**src/sv/atc_pkg.sv**
```systemverilog
// Shared types, character codes and the lexer transition function of the token classifier.
package atc_pkg;

  localparam int CharW     = 8;
  localparam int KindW     = 4;
  localparam int FifoDepth = 4;
  localparam int FifoPtrW  = $clog2(FifoDepth);
  localparam int FifoCntW  = $clog2(FifoDepth + 1);

  localparam logic [CharW-1:0] ChNul    = 8'h00;
  localparam logic [CharW-1:0] ChTab    = 8'h09;
  localparam logic [CharW-1:0] ChSpace  = 8'h20;
  localparam logic [CharW-1:0] ChQuote  = 8'h22;
  localparam logic [CharW-1:0] ChHash   = 8'h23;
  localparam logic [CharW-1:0] ChDollar = 8'h24;
  localparam logic [CharW-1:0] ChLParen = 8'h28;
  localparam logic [CharW-1:0] ChRParen = 8'h29;
  localparam logic [CharW-1:0] ChComma  = 8'h2C;
  localparam logic [CharW-1:0] ChMinus  = 8'h2D;
  localparam logic [CharW-1:0] ChDot    = 8'h2E;
  localparam logic [CharW-1:0] ChColon  = 8'h3A;
  localparam logic [CharW-1:0] ChBslash = 8'h5C;
  localparam logic [CharW-1:0] ChUscore = 8'h5F;
  localparam logic [CharW-1:0] ChLowX   = 8'h78;

  typedef enum logic [3:0] {
    StStart = 4'd0,
    StReg   = 4'd1,
    StDir   = 4'd2,
    StCom   = 4'd3,
    StOne   = 4'd4,
    StMinus = 4'd5,
    StDec   = 4'd6,
    StHex   = 4'd7,
    StSym   = 4'd8,
    StStr   = 4'd9,
    StEsc   = 4'd10
  } lex_state_e;

  typedef enum logic [KindW-1:0] {
    KReg    = 4'd0,
    KDir    = 4'd1,
    KCom    = 4'd2,
    KDec    = 4'd3,
    KHex    = 4'd4,
    KSym    = 4'd5,
    KStr    = 4'd6,
    KNl     = 4'd7,
    KColon  = 4'd8,
    KComma  = 4'd9,
    KLParen = 4'd10,
    KRParen = 4'd11,
    KErr    = 4'd12
  } token_kind_e;

  typedef struct packed {
    token_kind_e kind;
    logic        incl;
    logic        last;
  } result_t;

  // Results produced by one character: count (0..2) and the two slots.
  typedef struct packed {
    logic [1:0] cnt;
    result_t    r0;
    result_t    r1;
  } push_t;

  typedef struct packed {
    logic        done;
    lex_state_e  next;
    token_kind_e kind;
    logic        incl;
  } step_t;

  function automatic logic is_blank(logic [CharW-1:0] c);
    return (c == ChSpace) || (c == ChTab);
  endfunction

  function automatic logic is_digit(logic [CharW-1:0] c);
    return c inside {[8'h30:8'h39]};
  endfunction

  function automatic logic is_alpha(logic [CharW-1:0] c);
    return c inside {[8'h61:8'h7A], [8'h41:8'h5A]};
  endfunction

  function automatic logic is_hex(logic [CharW-1:0] c);
    return is_digit(c) || (c inside {[8'h61:8'h66], [8'h41:8'h46]});
  endfunction

  function automatic logic num_end(logic [CharW-1:0] c);
    return is_blank(c) || (c inside {ChLParen, ChComma, ChHash, ChNul});
  endfunction

  // Unused state codes behave as start.
  function automatic logic is_start(lex_state_e st);
    return (st == StStart) || (st > StEsc);
  endfunction

  // One transition; done means a token completes and the lexer returns to start.
  function automatic step_t lex_advance(lex_state_e st, logic [CharW-1:0] c);
    step_t s;
    s.done = 1'b1;
    s.next = StStart;
    s.kind = KErr;
    s.incl = 1'b1;
    case (st)
      StReg: begin
        if (is_blank(c) || c == ChNul) begin
          s.kind = KReg; s.incl = 1'b0;
        end else begin
          s.done = 1'b0; s.next = StReg;
        end
      end
      StDir: begin
        if (is_blank(c) || c == ChNul) begin
          s.kind = KDir; s.incl = 1'b0;
        end else begin
          s.done = 1'b0; s.next = StDir;
        end
      end
      StCom: begin
        if (c == ChNul) begin
          s.kind = KCom; s.incl = 1'b0;
        end else begin
          s.done = 1'b0; s.next = StCom;
        end
      end
      StOne: begin
        if (is_digit(c)) begin
          s.done = 1'b0; s.next = StDec;
        end else if (c == ChLowX) begin
          s.done = 1'b0; s.next = StHex;
        end else if (is_blank(c) || c == ChNul) begin
          s.kind = KDec; s.incl = 1'b0;
        end
      end
      StMinus: begin
        if (is_blank(c)) begin
          s.done = 1'b0; s.next = StMinus;
        end else if (is_digit(c)) begin
          s.done = 1'b0; s.next = StOne;
        end
      end
      StDec: begin
        if (is_digit(c)) begin
          s.done = 1'b0; s.next = StDec;
        end else if (num_end(c)) begin
          s.kind = KDec; s.incl = 1'b0;
        end
      end
      StHex: begin
        if (is_hex(c)) begin
          s.done = 1'b0; s.next = StHex;
        end else if (num_end(c)) begin
          s.kind = KHex; s.incl = 1'b0;
        end
      end
      StSym: begin
        if (is_alpha(c) || is_digit(c) || c == ChUscore) begin
          s.done = 1'b0; s.next = StSym;
        end else if (is_blank(c) ||
                     (c inside {ChNul, ChDot, ChColon, ChRParen, ChComma})) begin
          s.kind = KSym; s.incl = 1'b0;
        end
      end
      StStr: begin
        if (c == ChBslash) begin
          s.done = 1'b0; s.next = StEsc;
        end else if (c != ChNul && c != ChQuote) begin
          s.done = 1'b0; s.next = StStr;
        end else begin
          s.kind = KStr;
        end
      end
      StEsc: begin
        if (c != ChNul) begin
          s.done = 1'b0; s.next = StStr;
        end
      end
      default: begin
        case (c)
          ChHash:   begin s.done = 1'b0; s.next = StCom;   end
          ChDot:    begin s.done = 1'b0; s.next = StDir;   end
          ChQuote:  begin s.done = 1'b0; s.next = StStr;   end
          ChMinus:  begin s.done = 1'b0; s.next = StMinus; end
          ChDollar: begin s.done = 1'b0; s.next = StReg;   end
          ChLParen: s.kind = KLParen;
          ChRParen: s.kind = KRParen;
          ChColon:  s.kind = KColon;
          ChComma:  s.kind = KComma;
          ChNul:    begin s.kind = KNl; s.incl = 1'b0; end
          default: begin
            if (is_digit(c)) begin
              s.done = 1'b0; s.next = StOne;
            end else if (is_alpha(c) || c == ChUscore) begin
              s.done = 1'b0; s.next = StSym;
            end
          end
        endcase
      end
    endcase
    return s;
  endfunction

endpackage

```
**src/sv/atc_char_if.sv**
```systemverilog
// Character channel: valid/ready handshake carrying one source byte.
interface atc_char_if;
  logic                       valid;
  logic                       ready;
  logic [atc_pkg::CharW-1:0]  character;

  modport source (output valid, output character, input ready);
  modport sink   (input valid, input character, output ready);
endinterface

```
**src/sv/atc_token_if.sv**
```systemverilog
// Token channel: valid/ready handshake carrying one classification result.
interface atc_token_if;
  logic                       valid;
  logic                       ready;
  logic [atc_pkg::KindW-1:0]  token_kind;
  logic                       char_included;
  logic                       last_result;

  modport source (output valid, output token_kind, output char_included,
                  output last_result, input ready);
  modport sink   (input valid, input token_kind, input char_included,
                  input last_result, output ready);
endinterface

```
**src/sv/atc_in_stage.sv**
```systemverilog
// Input register stage: holds one accepted character until the lexer takes it.
module atc_in_stage (
  input  logic                      clk_i,
  input  logic                      rst_ni,
  atc_char_if.sink                  chr_i,
  input  logic                      take_i,
  output logic                      s1_valid_o,
  output logic [atc_pkg::CharW-1:0] s1_char_o
);
  import atc_pkg::*;

  logic             valid_q, valid_d;
  logic [CharW-1:0] char_q;
  logic             accept;

  assign chr_i.ready = !valid_q || take_i;
  assign accept      = chr_i.valid && chr_i.ready;

  always_comb begin
    valid_d = valid_q;
    if (accept) begin
      valid_d = 1'b1;
    end else if (take_i) begin
      valid_d = 1'b0;
    end
  end

  always_ff @(posedge clk_i or negedge rst_ni) begin
    if (!rst_ni) begin
      valid_q <= 1'b0;
    end else begin
      valid_q <= valid_d;
    end
  end

  always_ff @(posedge clk_i) begin
    if (accept) begin
      char_q <= chr_i.character;
    end
  end

  assign s1_valid_o = valid_q;
  assign s1_char_o  = char_q;
endmodule

```
**src/sv/atc_lex.sv**
```systemverilog
// Lexer state register and the per-character step producing zero to two results.
module atc_lex (
  input  logic                         clk_i,
  input  logic                         rst_ni,
  input  logic                         s1_valid_i,
  input  logic [atc_pkg::CharW-1:0]    s1_char_i,
  input  logic [atc_pkg::FifoCntW-1:0] fifo_free_i,
  output logic                         take_o,
  output atc_pkg::push_t               push_o
);
  import atc_pkg::*;

  lex_state_e state_q, state_d, next_st;
  step_t      a, b;
  logic       st_start, blank;
  logic [1:0] cnt;
  result_t    r0, r1;

  always_comb begin
    st_start = is_start(state_q);
    blank    = is_blank(s1_char_i);
    a        = lex_advance(state_q, s1_char_i);
    b        = lex_advance(StStart, s1_char_i);
    next_st  = state_q;
    cnt      = 2'd0;
    r0       = '{kind: a.kind, incl: a.incl, last: 1'b1};
    r1       = '{kind: b.kind, incl: b.incl, last: 1'b1};
    if (st_start && blank) begin
      next_st = state_q;
    end else if (!a.done) begin
      next_st = a.next;
    end else begin
      next_st = StStart;
      cnt     = 2'd1;
      // An excluded ending byte is lexed again from start.
      if (!a.incl && !st_start && !blank) begin
        if (b.done) begin
          r0.last = 1'b0;
          cnt     = 2'd2;
        end else begin
          next_st = b.next;
        end
      end
    end
  end

  assign take_o  = s1_valid_i && (FifoCntW'(cnt) <= fifo_free_i);
  assign state_d = take_o ? next_st : state_q;

  always_comb begin
    push_o.cnt = take_o ? cnt : 2'd0;
    push_o.r0  = r0;
    push_o.r1  = r1;
  end

  always_ff @(posedge clk_i or negedge rst_ni) begin
    if (!rst_ni) begin
      state_q <= StStart;
    end else begin
      state_q <= state_d;
    end
  end
endmodule

```
**src/sv/atc_res_fifo.sv**
```systemverilog
// Result queue: takes up to two results per cycle, presents one per transaction.
module atc_res_fifo (
  input  logic                         clk_i,
  input  logic                         rst_ni,
  input  atc_pkg::push_t               push_i,
  output logic [atc_pkg::FifoCntW-1:0] free_o,
  atc_token_if.source                  tok_o
);
  import atc_pkg::*;

  result_t             mem_q [FifoDepth];
  logic [FifoPtrW-1:0] wr_ptr_q, wr_ptr_d, rd_ptr_q, rd_ptr_d, wr_nxt;
  logic [FifoCntW-1:0] cnt_q, cnt_d;
  logic                pop;
  result_t             head;

  assign pop    = tok_o.valid && tok_o.ready;
  assign wr_nxt = wr_ptr_q + FifoPtrW'(1);
  assign free_o = FifoCntW'(FifoDepth) - cnt_q;

  always_comb begin
    wr_ptr_d = wr_ptr_q + FifoPtrW'(push_i.cnt);
    rd_ptr_d = rd_ptr_q + FifoPtrW'(pop);
    cnt_d    = cnt_q + FifoCntW'(push_i.cnt) - FifoCntW'(pop);
  end

  always_ff @(posedge clk_i or negedge rst_ni) begin
    if (!rst_ni) begin
      wr_ptr_q <= '0;
      rd_ptr_q <= '0;
      cnt_q    <= '0;
    end else begin
      wr_ptr_q <= wr_ptr_d;
      rd_ptr_q <= rd_ptr_d;
      cnt_q    <= cnt_d;
    end
  end

  always_ff @(posedge clk_i) begin
    if (push_i.cnt != 2'd0) begin
      mem_q[wr_ptr_q] <= push_i.r0;
    end
    if (push_i.cnt == 2'd2) begin
      mem_q[wr_nxt] <= push_i.r1;
    end
  end

  assign head                = mem_q[rd_ptr_q];
  assign tok_o.valid         = (cnt_q != '0);
  assign tok_o.token_kind    = head.kind;
  assign tok_o.char_included = head.incl;
  assign tok_o.last_result   = head.last;
endmodule

```
**src/sv/assembly_token_classifier_unit.sv**
```systemverilog
// Top level of the assembly token classifier: input stage, lexer and result queue.
//
// Usage:
//   chr_i carries one byte of an assembly source line per transaction; a zero
//   byte marks end of line. tok_o carries one result per transaction: the
//   token kind, whether the byte that ended the token belongs to it, and a
//   flag on the last result caused by that byte. A byte may cause none, one
//   or two results (two when a token ends on a byte that then forms a
//   token of its own).
//   Path: an accepted byte is held in the input register, classified there by
//   the lexer, and its results are written into the queue, whose head is
//   offered on tok_o.
//   Throughput: one byte per cycle while the output drains one result per
//   cycle. Bytes causing two results add one result each to the four-entry
//   queue; the input stalls only when the queue cannot take the results of
//   the byte held in the input register.
//   Reset: the lexer returns to the start state with no token open, the input
//   register and the result queue empty. No clearing pass is needed.
//   Stall: while tok_o is not ready, hold the head result; the queue fills and
//   then chr_i.ready drops, so no transaction is lost.
module assembly_token_classifier_unit (
  input  logic         clk_i,
  input  logic         rst_ni,
  atc_char_if.sink     chr_i,
  atc_token_if.source  tok_o
);
  import atc_pkg::*;

  logic                s1_valid;
  logic [CharW-1:0]    s1_char;
  logic                take;
  logic [FifoCntW-1:0] fifo_free;
  push_t               push;

  // Register the incoming byte; advance when the lexer takes it.
  atc_in_stage u_in (
    .clk_i      (clk_i),
    .rst_ni     (rst_ni),
    .chr_i      (chr_i),
    .take_i     (take),
    .s1_valid_o (s1_valid),
    .s1_char_o  (s1_char)
  );

  // Classify the held byte; only take it when the queue has room for all its results.
  atc_lex u_lex (
    .clk_i       (clk_i),
    .rst_ni      (rst_ni),
    .s1_valid_i  (s1_valid),
    .s1_char_i   (s1_char),
    .fifo_free_i (fifo_free),
    .take_o      (take),
    .push_o      (push)
  );

  // Queue results and present them one transaction at a time.
  atc_res_fifo u_fifo (
    .clk_i  (clk_i),
    .rst_ni (rst_ni),
    .push_i (push),
    .free_o (fifo_free),
    .tok_o  (tok_o)
  );
endmodule

```
**src/flat_wrapper.sv**
```systemverilog
// flat-port wrapper written by rule: the top's interface ports become plain ports
module assembly_token_classifier_unit_flat import atc_pkg::*;
  (clk_i, rst_ni, chr_i_valid, chr_i_character, chr_i_ready, tok_o_valid, tok_o_token_kind, tok_o_char_included, tok_o_last_result, tok_o_ready);
  atc_char_if chr_i_i ();
  atc_token_if tok_o_i ();
  input  logic clk_i;
  input  logic rst_ni;
  input wire logic [$bits(chr_i_i.valid)-1:0] chr_i_valid;
  input wire logic [$bits(chr_i_i.character)-1:0] chr_i_character;
  output wire logic [$bits(chr_i_i.ready)-1:0] chr_i_ready;
  output wire logic [$bits(tok_o_i.valid)-1:0] tok_o_valid;
  output wire logic [$bits(tok_o_i.token_kind)-1:0] tok_o_token_kind;
  output wire logic [$bits(tok_o_i.char_included)-1:0] tok_o_char_included;
  output wire logic [$bits(tok_o_i.last_result)-1:0] tok_o_last_result;
  input wire logic [$bits(tok_o_i.ready)-1:0] tok_o_ready;
  assign chr_i_i.valid = chr_i_valid;
  assign chr_i_i.character = chr_i_character;
  assign chr_i_ready = chr_i_i.ready;
  assign tok_o_valid = tok_o_i.valid;
  assign tok_o_token_kind = tok_o_i.token_kind;
  assign tok_o_char_included = tok_o_i.char_included;
  assign tok_o_last_result = tok_o_i.last_result;
  assign tok_o_i.ready = tok_o_ready;
  assembly_token_classifier_unit u_core (.clk_i(clk_i), .rst_ni(rst_ni), .chr_i(chr_i_i), .tok_o(tok_o_i));
endmodule
```
**config.mk**
```make
export PLATFORM = sky130hd
export DESIGN_NAME = assembly_token_classifier_unit_flat
export DESIGN_NICKNAME = d
export VERILOG_FILES = /design/src/sv/atc_pkg.sv /design/src/sv/atc_char_if.sv /design/src/sv/atc_token_if.sv /design/src/sv/atc_in_stage.sv /design/src/sv/atc_lex.sv /design/src/sv/atc_res_fifo.sv /design/src/sv/assembly_token_classifier_unit.sv /design/src/flat_wrapper.sv
export SDC_FILE = /design/constraint.sdc
export NUM_CORES = 1
export LEC_CHECK = 0
export BUFFER_PORTS_ARGS = -buffer_cell sky130_fd_sc_hd__buf_2
export CAP_MARGIN = 20
export CORE_ASPECT_RATIO = 1.75
export CORE_UTILIZATION = 50
export DETAILED_ROUTE_END_ITERATION = 10
export PLACE_DENSITY = 0.65
export SYNTH_ARGS = -nofsm -noshare
export SYNTH_HDL_FRONTEND = slang
export SYNTH_SLANG_ARGS = --single-unit
export TNS_END_PERCENT = 100
```
**constraint.sdc**
```tcl
create_clock -name clk_i -period 6.4 [get_ports clk_i]
set_clock_uncertainty 0.15 [all_clocks]
set_input_delay 1.28 -clock clk_i [delete_from_list [all_inputs] [get_ports clk_i]]
set_output_delay 1.28 -clock clk_i [all_outputs]
set_load 0.005 [all_outputs]
```
# Yosys cells after proc, flatten, opt, wreduce, memory -nomap -nowiden
# Memory sizes are Yosys's and may differ from the RTL's.
# Index checks and enable logic that the tools add are counted.
dict set report word_totals {
  regBits 20
  ram_bits 24
  input_bits 12
  output_inout_bits 8
  wordCells 143
  mem_count 1
}
# memory words width read_ports rd_ports_with_merged_regs wr line
set memory_table {}
lappend memory_table {u_core.u_fifo.mem_q 4 6 1 0 2 atc_res_fifo.sv:11} ;# result_t mem_q [FifoDepth];
dict set report classes {
  addsub 6
  n_lt_le_gt_ge 10
  n_eq_ne 26
  muxes 53
  n_bitwise 1
  reduce_logical 40
}
# cell count
set op_table {}
lappend op_table {{two-way mux 5 bit} 27}
lappend op_table {{== test 8 x 6 -> 1 bit, second input constant} 10}
lappend op_table {{one-hot mux 5 bit (10 select lines)} 1}
lappend op_table {{one-hot mux 4 bit (9 select lines)} 1}
lappend op_table {{less-or-equal comparator 8 x 7 -> 1 bit, second input constant} 4}
lappend op_table {{one-hot mux 5 bit (6 select lines)} 1}
lappend op_table {{== test 8 x 7 -> 1 bit, second input constant} 3}
lappend op_table {{two-way mux 4 bit} 5}
lappend op_table {{one-hot mux 4 bit (5 select lines)} 1}
lappend op_table {{== test 4 x 3 -> 1 bit, second input constant} 4}
lappend op_table {{greater-or-equal comparator 8 x 7 -> 1 bit, second input constant} 2}
lappend op_table {{== test 4 bit, second input constant} 3}
lappend op_table {{logical AND 1 bit} 12}
lappend op_table {{two-way mux 1 bit} 11}
lappend op_table {{logical OR 1 bit} 10}
lappend op_table {{two-way mux 2 bit} 5}
lappend op_table {{== test 4 x 2 -> 1 bit, second input constant} 2}
lappend op_table {{== test 8 x 4 -> 1 bit, second input constant} 1}
lappend op_table {{greater-or-equal comparator 8 x 6 -> 1 bit, second input constant} 1}
lappend op_table {{less-or-equal comparator 8 x 6 -> 1 bit, second input constant} 1}
lappend op_table {{logical NOT 8 bit} 1}
lappend op_table {{inequality test 8 x 6 -> 1 bit, second input constant} 1}
lappend op_table {{one-hot mux 1 bit (8 select lines)} 1}
lappend op_table {{nonzero test 2 bit} 4}
lappend op_table {{other kinds (21)} 24}

# Logic depth before layout (Yosys ltp)
# Gate-level depths: netlist (run 1).
dict set report depth {
  depth_word 19
  ltp_mapped 23
}

# Modules after synthesis
# A second synthesis (run 1) with hierarchy kept.
dict set report hier_totals {
  cells_unflattened 346
  hier_area_um2 3544.6
}
# module instances cells_per_inst area_per_inst_um2 seq_area_each_um2
set modules_own_cells {}
lappend modules_own_cells {atc_res_fifo 1 104 1637.8 895.9}
lappend modules_own_cells {atc_lex 1 230 1612.8 100.1}
lappend modules_own_cells {atc_in_stage 1 12 294.0 265.3}

# Worst setup path after synthesis (run 1)
# No wires, ideal clock.
dict set report synth_timing {
  path_kind {reg2reg}
  start {register u_core.u_in.char_q[6], in the netlist u_core.u_in.s1_char_o[6]}
  end {register u_core.u_fifo.cnt_q[2]}
  setup_time_ps 123
  arrival_ps 4356
  setup_slack_ps 1772
  path_stages_with_launch 18
  cell_sequence {edfxtp_1 -> nor3_2 -> o211ai_4 -> nor2_1 -> o2111ai_4 -> nor4_4 -> ha_1 -> nor2b_1 -> o211ai_1 -> o211ai_1 -> inv_2 -> o311a_4 -> buf_8 -> nand2_2 -> ha_1 -> fa_1 -> xor2_1 -> xnor2_1}
}
dict set report synth_between {
  elab_chain_len 18
}
# item line
set synth_rtl {}
lappend synth_rtl {{from (decl)} atc_in_stage.sv:13} ;# logic [CharW-1:0] char_q;
lappend synth_rtl {{from (signal assigned)} atc_in_stage.sv:38} ;# char_q <= chr_i.character;
lappend synth_rtl {{branches (longest 12 deep; another with greater-or-equal comparator 8 x 7 -> 1 bit)} --}
lappend synth_rtl {{two-way mux 2 bit (*)} atc_lex.sv:28} ;# if (st_start && blank) begin
lappend synth_rtl {{less-or-equal comparator 2 x 3 -> 1 bit} atc_lex.sv:47} ;# assign take_o = s1_valid_i && (FifoCntW'(cnt) <= fifo_free_i);
lappend synth_rtl {{logical AND 1 bit} atc_lex.sv:47}
lappend synth_rtl {{two-way mux 2 bit (*)} atc_lex.sv:51} ;# push_o.cnt = take_o ? cnt : 2'd0;
lappend synth_rtl {{adder 3 x 2 -> 3 bit (*)} atc_res_fifo.sv:24} ;# cnt_d = cnt_q + FifoCntW'(push_i.cnt) - FifoCntW'(pop);
lappend synth_rtl {{subtractor 3 x 1 -> 3 bit (*)} atc_res_fifo.sv:24}
lappend synth_rtl {{net u_core.u_fifo.cnt_d[2]} atc_res_fifo.sv:13} ;# logic [FifoCntW-1:0] cnt_q, cnt_d;
lappend synth_rtl {{to (signal assigned)} atc_res_fifo.sv:35} ;# cnt_q <= cnt_d;
lappend synth_rtl {{to (decl)} atc_res_fifo.sv:13}
# Mark *: on every way through the listed nets, which the timed path passes.
# A chain may end at the register's enable or synchronous reset.

# Worst setup path in the final report (run 1)
dict set report layout_timing {
  start {register u_core.u_in.char_q[3], in the netlist u_core.u_in.s1_char_o[3]}
  end {register u_core.u_fifo.cnt_q[2]}
}
# The elaborated chain is that of the path after synthesis.

==> results of run 1 <==
==> worst min path at each step <==
stage / from / slack, ps / endpoint / cells past startpoint
after floorplan: u_core.u_fifo.mem_q[1][0] / 270 / u_core.u_fifo.mem_q[1][0] / 2
after global placement: u_core.u_fifo.mem_q[3][0] / 280 / u_core.u_fifo.mem_q[3][0] / 2
after detailed placement: u_core.u_fifo.mem_q[1][0] / 290 / u_core.u_fifo.mem_q[1][0] / 2
after CTS: u_core.u_fifo.mem_q[1][0] / 300 / u_core.u_fifo.mem_q[1][0] / 2
after global routing: u_core.u_fifo.mem_q[1][0] / 320 / u_core.u_fifo.mem_q[1][0] / 2
final: u_core.u_fifo.mem_q[1][0] / 300 / u_core.u_fifo.mem_q[1][0] / 2
==> sequential cells by signal, indices dropped and copies added, names as in the netlist <==
name	cells
u_core.u_fifo.cnt_q	3
u_core.u_in.s1_char_o	8
u_core.u_lex.state_q	4
u_core.u_fifo.wr_ptr_q	2
u_core.u_in.s1_valid_o	1
u_core.u_fifo.rd_ptr_q	2
u_core.u_fifo.mem_q	24
==> layout make-up <==
type | instances | area (sq um)
clock buffer | 7 | 132.6
clock inverter | 1 | 5.005
fill | 580 | 2870
inverter | 23 | 86.33
multi-input combinational | 262 | 1924
sequential | 44 | 1221
tap | 82 | 102.6
timing repair buffer | 26 | 147.6
==> through the flow <==
step / instance area (sq um) / utilization, % / cells
finish: 3620 / 55.77 / 445
global route: 3620 / 55.77 / 445
detailed placement: 3482 / 53.65 / 437
floorplan: 3356 / - / 355
global placement: 3482 / 53.65 / 437
CTS: 3620 / 55.77 / 445
==> worst min-delay path, cell delays in order (launching register included) <==
cell	delay (ps)
dfxtp_1	310
inv_1	50
a21boi_1	40
==> cells by family (layout without fill, tap and decap cells) <==
| logic type | Yosys count | count (layout) |
|---|---|---|
| compound gates | 101 | 101 |
| fa+ha+maj | 10 | 10 |
| xor+xnor | 10 | 10 |
| flops | 44 | 44 |
| buf+inv | 49 | 57 |
| simple gates | 135 | 135 |
| mux | 6 | 6 |
==> report_power, final <==
group	switching, mW	total [mW]	internal [mW]
Combinational	0.572	0.977	0.405
Sequential	0.156	0.575	0.419
Clock	0.0945	0.238	0.144
Total	0.822	1.79	0.968
==> synth_stat cells (2+ instances only) <==
master / instances / area [sq um]
dfrtp_1: 12 / 300.3
clkbuf_1: 13 / 48.80
nand2b_1: 6 / 37.54
mux4_2: 6 / 135.1
dfxtp_1: 4 / 80.08
nor3_1: 9 / 45.04
nand2_1: 30 / 112.6
buf_1: 2 / 7.510
or3_1: 4 / 25.02
o21ai_2: 2 / 17.52
nor4_1: 6 / 37.54
o21ai_1: 2 / 10.01
a21oi_1: 22 / 110.1
a21boi_1: 2 / 15.01
o22ai_1: 11 / 68.82
a211o_1: 2 / 17.52
nor2_1: 25 / 93.84
nand2_2: 2 / 12.51
nor2b_1: 6 / 37.54
a211oi_1: 5 / 37.54
edfxtp_1: 28 / 840.8
o21ai_0: 13 / 65.06
a21o_1: 2 / 15.01
or2_2: 2 / 12.51
nand4_1: 7 / 43.79
xor2_1: 5 / 43.79
a2bb2oi_1: 2 / 17.52
ha_1: 9 / 112.6
inv_1: 22 / 82.58
nor3b_1: 3 / 22.52
buf_2: 9 / 45.04
o221ai_1: 2 / 17.52
or4_4: 2 / 22.52
nand4bb_1: 3 / 33.78
o2111ai_1: 2 / 17.52
a31oi_1: 2 / 12.51
a41oi_1: 3 / 26.28
o31ai_1: 4 / 30.03
and2_1: 3 / 18.77
nand3b_1: 3 / 22.52
o211ai_1: 8 / 60.06
xnor2_1: 5 / 43.79
nor4bb_1: 2 / 20.02
nand3_1: 6 / 30.03
==> per-layer routing <==
layer / track usage (%) / wire (um)
met1: 23.41 / 2931
met2: 53.34 / 5169
met3: 3.086 / 258
met4: 20.13 / 560
met5: 0 / 0
==> run summary, run 1 <==
Status
* **outcome** completed

Yosys
* **cell area after synthesis** 0.003356 sq mm
* **share of flip-flops with an asynchronous set or reset after synthesis** 27.27%
* **Most used DFF post-synth** edfxtp_1
* **area share of xor/xnor cells in the synthesized design** 2.610%
* **number of different library cells in the post-synthesis netlist** 81
* **fraction of the mapped netlist area in simple logic gates** 24.57%
* **number of enable flip-flop cells after synthesis** 28
* **synthesized area divided by synthesized cell count** 9.453 sq um
* **Ys Warns** 0
* **combinational family with the most area after synthesis** simple AND/OR/NAND/NOR gates
* **share of the synthesized area in compound gates (AO/OA/AOI/OAI)** 22.18%
* **Post-Synth Adder-Cell Area** 3.952%
* **post-synthesis instance total** 355
* **share of synthesized area occupied by flip-flops and latches** 36.39%
* **number of flip-flops and latches in the synthesized netlist** 44
* **multiplexer share of the synthesized area** 4.027%
* **number of nets in the synthesized netlist** 377

Placed design
* **Routability Congestion** 0.9637
* **post-detailed-placement half-perimeter wirelength** 7120 um
* **setup slack at placement** 1132 ps
* **number of port buffers** 19

Setup path
* **type of element capturing the critical path** flip-flop
* **cell family with most CP delay** simple AND/OR/NAND/NOR gates
* **Reg2Reg Capture Point** u_core.u_fifo.cnt_q[2]
* **endpoint arrival time on the critical path** 5320 ps
* **logic depth of the worst setup path including buffers** 16
* **CP max stage cell** edfxtp_1
* **slack of the worst reg-to-reg path** 1110 ps
* **Worst Reg2Reg Path Length in Cells** 16
* **worst setup path class** flip-flop to flip-flop
* **Reg-to-Reg Start** u_core.u_in.s1_char_o[3]
* **Buf+Inv Stages, Crit Path** 1
* **CP Capture Point** u_core.u_fifo.cnt_q[2]
* **launching element of the worst setup path** u_core.u_in.s1_char_o[3]
* **ordered list of cells on the worst path** or4_4 > nor2_4 > o31ai_1 > or2_0 > nor4_4 > ha_1 > nor2b_1 > o211ai_1 > o211ai_1 > inv_2 > o311a_4 > nand2_2 > ha_1 > fa_1 > xor2_1 > xnor2_1
* **critical path data required time** 6420 ps
* **category of the worst setup path launch point** flip-flop
* **crit-path max cell delay** 690 ps
* **top fanout value on the critical path** 24

Clock network
* **setup fix buffers added after clock tree synthesis** 0
* **cts bufs inserted** 5
* **clock input transition at the sequential cells of the worst setup and hold paths** 60 ps
* **# hold bufs at CTS** 0
* **count of cells resized by post-cts repair** 0
* **deepest level of the CTS H-tree** 2
* **buffer cell driving the clock tree root** clkbuf_16
* **TritonCTS clock tree** done
* **worst-case clock buffer depth** 2
* **clock insertion delay at the later pin of the skew report** 290 ps
* **clock sink count** 44

Timing
* **setup repair after global routing missed its margin** false
* **post-route worst hold slack** 295.0 ps
* **number of hold violations in the final report** 0
* **final setup TNS** 0 ps
* **final worst-path setup slack** 1107 ps
* **Slew @ Worst Pin** 862.0 ps
* **FMAX** 188.9 MHz
* **worst relative slew slack** 42.01%
* **post-layout minimum cycle time** 5293 ps
* **final worst path period share** 82.71%
* **number of pins exceeding their max-slew limit in the final report** 0
* **Setup-failing EPs final** 0

Min path
* **Hold Crit Class** flip-flop to flip-flop

Global route
* **grt ovf** 0
* **Total Routing Usage GR** 26.62%
* **vias in the first global route** 2787
* **largest net degree at the start of global routing** 27
* **antenna violations before repair** 0
* **global-route wire length before repair** 13770 um

Die
* **die outline height** 110.4 um
* **Core Footprint** 0.006490 sq mm
* **Horiz. Die Dim** 63.93 um
* **I/O pin count** 20
* **initial core utilization** 51.71%
* **Cell Rows** 39
* **area enclosed by the die boundary** 0.007056 sq mm

Finish
* **final-stage net count** 384
* **final antenna diode count** 0
* **leading cell type in the layout, fill and taps excluded** nand2_1
* **layout cell share with drive strength beyond 1** 17.08%
* **Area Overhead vs Synth** 7.867%
* **most used cells in the layout excluding fill and tap cells** 30 x nand2_1, 28 x edfxtp_1, 25 x nor2_1

Power and ir drop
* **power per cell area** 494.7 mW/mm^2
* **Max rail drop VDD** 0.0002954 V
* **total power consumption of the routed design** 1.791 mW
* **leakage dissipation** 1.337 nW

Detailed routing
* **total via count in the routed design** 2856
* **drt wl/cell** 20.04 um
* **Routed WL** 8920 um
* **DR iter-0 viols** 149
* **residual DRC count** 0
* **antenna-violating nets left** 0
* **DRT Pass-1 Iters** 5
* **via count normalized by instance count** 6.418

Job
* **total of max-cap violations** 0

(Power assumes the default switching activity.)
==> run 2, diff against run 1 <==
- ABC_AREA: default -> 1
- PLACE_DENSITY: 0.65 -> 0.67
- clock period: 6.4 -> 4.5 ns (I/O delays scaled with it)
==> run 2 against run 1 <==
Sequential share of layout area decreased by 0.058 points. Clock power increased by 23%. Fmax increased by 26%. Highest routed layer unchanged. Core utilization increased by 2.4 points. Design area increased by 0.17%. Area after synthesis decreased by 3.9%. Critical path depth increased by 7. Largest cell class unchanged. Count of clock-buffer cells in the layout decreased by 1.
==> run summary, run 2 <==
Finish
* **leading cell type in the layout, fill and taps excluded** nand2_1, unchanged
* **Area Overhead vs Synth** 12.46%, was 7.867%
* **largest register by flop count** u_core.u_fifo.mem_q, unchanged
* **final antenna diode count** 0, unchanged
* **most used cells in the layout excluding fill and tap cells** 127 x nand2_1, 60 x inv_1, 54 x nor2_1, was 30 x nand2_1, 28 x edfxtp_1, 25 x nor2_1
* **layout cell share with drive strength beyond 1** 15.87%, was 17.08%
* **flip-flop count of the largest register after layout** 24, unchanged
* **final-stage net count** 500, was 384

Clock network
* **clock insertion delay at the later pin of the skew report** 310 ps, was 290 ps
* **buffer cell driving the clock tree root** clkbuf_8, was clkbuf_16
* **cts bufs inserted** 5, unchanged
* **# hold bufs at CTS** 0, unchanged
* **deepest level of the CTS H-tree** 2, unchanged
* **worst-case clock buffer depth** 2, unchanged
* **clock input transition at the sequential cells of the worst setup and hold paths** 80 ps, was 60 ps
* **TritonCTS clock tree** done, unchanged
* **clock sink count** 44, unchanged

Power and ir drop
* **leakage dissipation** 1.784 nW, was 1.337 nW
* **Psw** 1.454 mW, was 0.8225 mW
* **internal power of the cells** 1.464 mW, was 0.9682 mW
* **Clock Power Share** 10.0%, was 13.3%
* **power per cell area** 804.7 mW/mm^2, was 494.7 mW/mm^2
* **fraction of power spent switching nets** 49.83%, was 45.93%
* **Gate power share** 63.5%, was 54.6%
* **Max rail drop VDD** 0.0003875 V, was 0.0002954 V
* **Reg power frac** 26.4%, was 32.1%

Min path
* **Hold Crit Class** input pin to async pin, was flip-flop to flip-flop

Setup path
* **cell seen most often among critical-path stages** nand2_1
* **top fanout value on the critical path** 7, was 24
* **crit-path max cell delay** 470 ps, was 690 ps
* **category of the worst setup path launch point** flip-flop, unchanged
* **Reg-to-Reg Start** u_core.u_in.s1_char_o[4], was u_core.u_in.s1_char_o[3]
* **endpoint arrival time on the critical path** 4240 ps, was 5320 ps
* **launching element of the worst setup path** u_core.u_in.s1_char_o[4], was u_core.u_in.s1_char_o[3]
* **critical path data required time** 4540 ps, was 6420 ps
* **type of element capturing the critical path** flip-flop, unchanged
* **ordered list of cells on the worst path** inv_2 > nand2_1 > nor2_4 > nand2_4 > nand2_4 > nor2_2 > nand2_1 > nand2_1 > nor2_2 > nand4_4 > nor2_8 > or2_2 > ha_1 > nand3b_1 > a22oi_1 > nor2_1 > inv_1 > nor2_1 > nand2_1 > ha_1 > fa_1 > xnor2_2 > xor2_1, was or4_4 > nor2_4 > o31ai_1 > or2_0 > nor4_4 > ha_1 > nor2b_1 > o211ai_1 > o211ai_1 > inv_2 > o311a_4 > nand2_2 > ha_1 > fa_1 > xor2_1 > xnor2_1
* **worst setup path class** flip-flop to flip-flop, unchanged
* **CP max stage cell** edfxtp_1, unchanged

Detailed routing
* **DRT Pass-1 Iters** 4, was 5
* **DR iter-0 viols** 136, was 149
* **total via count in the routed design** 3027, was 2856
* **antenna-violating nets left** 0, unchanged
* **residual DRC count** 0, unchanged
* **Routed WL** 8686 um, was 8920 um
* **via count normalized by instance count** 5.415, was 6.418
* **drt wl/cell** 15.54 um, was 20.04 um

Yosys
* **share of the synthesized area in compound gates (AO/OA/AOI/OAI)** 11.21%, was 22.18%
* **leading cell types by total area after synthesis** edfxtp_1 26%, nand2_1 15%, dfrtp_1 9.3%, was edfxtp_1 25%, dfrtp_1 8.9%, mux4_2 4.0%
* **combinational family with the most area after synthesis** simple AND/OR/NAND/NOR gates, unchanged
* **area share of xor/xnor cells in the synthesized design** 1.087%, was 2.610%
* **Most used DFF post-synth** edfxtp_1, unchanged
* **multiplexer share of the synthesized area** 0%, was 4.027%
* **number of enable flip-flop cells after synthesis** 28, unchanged
* **number of nets in the synthesized netlist** 468, was 377
* **share of synthesized area occupied by flip-flops and latches** 37.87%, was 36.39%
* **post-synthesis instance total** 446, was 355
* **Synth top cells by count** 128 x nand2_1, 60 x inv_1, 55 x nor2_1, was 30 x nand2_1, 28 x edfxtp_1, 25 x nor2_1
* **fraction of the mapped netlist area in simple logic gates** 36.94%, was 24.57%
* **biggest area consumer among synthesized cells** edfxtp_1, unchanged
* **most frequent cell after synthesis** nand2_1, unchanged
* **Ys Warns** 0, unchanged
* **Post-Synth Adder-Cell Area** 4.113%, was 3.952%
* **number of different library cells in the post-synthesis netlist** 42, was 81
* **synthesized area divided by synthesized cell count** 7.229 sq um, was 9.453 sq um
* **post-synth top area share** 26.08%, was 25.06%
* **share of flip-flops with an asynchronous set or reset after synthesis** 27.27%, unchanged
* **number of flip-flops and latches in the synthesized netlist** 44, unchanged
* **cell area after synthesis** 0.003224 sq mm, was 0.003356 sq mm

Placed design
* **number of port buffers** 19, unchanged
* **Routability Congestion** 0.9077, was 0.9637
* **setup slack at placement** 314.2 ps, was 1132 ps
* **post-detailed-placement half-perimeter wirelength** 7268 um, was 7120 um

Timing
* **Setup-failing EPs final** 0, unchanged
* **worst relative slew slack** 58.84%, was 42.01%
* **final worst-path setup slack** 304.9 ps, was 1107 ps
* **final worst path period share** 93.22%, was 82.71%
* **FMAX** 238.4 MHz, was 188.9 MHz
* **final setup TNS** 0 ps, unchanged
* **number of pins exceeding their max-slew limit in the final report** 0, unchanged
* **number of hold violations in the final report** 0, unchanged
* **post-layout minimum cycle time** 4195 ps, was 5293 ps
* **Slew @ Worst Pin** 611.0 ps, was 862.0 ps

Global route
* **global-route wire length before repair** 13900 um, was 13770 um
* **antenna violations before repair** 0, unchanged
* **vias in the first global route** 3019, was 2787
* **Total Routing Usage GR** 27.79%, was 26.62%
* **largest net degree at the start of global routing** 15, was 27
* **grt ovf** 0, unchanged

Die
* **initial core utilization** 51.77%, was 51.71%
* **Cell Rows** 38, was 39
* **die outline height** 108.2 um, was 110.4 um
* **area enclosed by the die boundary** 0.006787 sq mm, was 0.007056 sq mm
* **Core Footprint** 0.006228 sq mm, was 0.006490 sq mm
* **I/O pin count** 20, unchanged
* **Horiz. Die Dim** 62.71 um, was 63.93 um

Job
* **total of max-cap violations** 0, unchanged

Status
* **outcome** completed, unchanged

[run 2: cell count changes after synthesis, moves of 10 or more]
cell	before	now
nand2_1	30	128
inv_1	22	60
nor2_1	25	55
nand3_1	6	25
o21ai_0	13	28
clkbuf_1	13	2
a21oi_1	22	12
[run 2: critical path, delay by kind of cell (launching register included)]
| kind | cells | cell delay [ps] |
|---|---|---|
| AO/OA/AOI/OAI | 1 | 80 |
| XOR/XNOR | 2 | 290 |
| adder cells (fa/ha/maj) | 3 | 920 |
| buffers and inverters | 2 | 210 |
| flip-flops | 1 | 470 |
| AND/OR/NAND/NOR | 15 | 1940 |
[run 2: kinds of logic after synthesis]
logic type / count (synthesis)
adders and majority gates: 10
AOI/OAI and AO/OA: 66
xor gates and xnor gates: 4
and+or+nand+nor: 250
DFF: 44
buffers and inverters: 72
[run 2: path summary, 6_finish.rpt]
| path | endpoint | cells past startpoint | slack [ps] |
|---|---|---|---|
| setup / recovery | u_core.u_fifo.cnt_q[2] | 23 | 300 |
| hold / removal | u_core.u_fifo.wr_ptr_q[0] | 1 | 310 |
| setup reg to reg | u_core.u_fifo.cnt_q[2] | 23 | 300 |
| hold reg to reg | u_core.u_fifo.mem_q[2][0] | 2 | 310 |
| max in group asynchronous | u_core.u_lex.state_q[1] | 1 | 3680 |
| min in group clk_i | u_core.u_fifo.mem_q[2][0] | 2 | 310 |
[run 2: layer usage]
metal / track usage [%] / up-vias / wire, um / share of wire (%)
met1: 21.06 / 1344 / 2620 / 30
li1: - / 1520 / - / -
met3: 3.586 / 57 / 281 / 3.2
met5: 0 / - / 0 / 0
met4: 24.75 / 0 / 805 / 9.3
met2: 57.53 / 106 / 4979 / 57
[run 2: what timing repair did]
action                                  CTS  global route
buffers inserted                          0             5
endpoints found under the setup margin    0             1
gates resized for setup                   0             9
[run 2: through the flow]
stage	hold WS (ps)	cell area, sq um	util (%)	total power [mW]	std cells
floorplan	273.6	3224	-	2.038	446
detailed placement	292.3	3436	55.16	2.550	546
CTS	313.3	3543	56.89	2.844	554
finish	308.4	3626	58.22	2.918	559
global route	323.4	3626	58.22	3.161	559
global placement	292.8	3436	55.16	2.514	546
[run 2: power groups by stage]
stage | sequential [mW] | combinational [mW] | clock (mW)
6_report | 0.772 | 1.85 | 0.293
3_3_place_gp | 0.780 | 1.73 | 0
2_1_floorplan | 0.729 | 1.31 | 0
5_1_grt | 0.795 | 2.06 | 0.310
4_1_cts | 0.772 | 1.78 | 0.295
3_5_place_dp | 0.781 | 1.77 | 0
[run 2: cell type report]
cell class,count,area (sq um)
tap,80,100.1
fill,611,2603
inverter,67,254.0
clock buffer,6,72.57
multi-input combinational,330,1765
timing repair buffer,30,177.7
sequential,44,1221
clock inverter,2,35.03
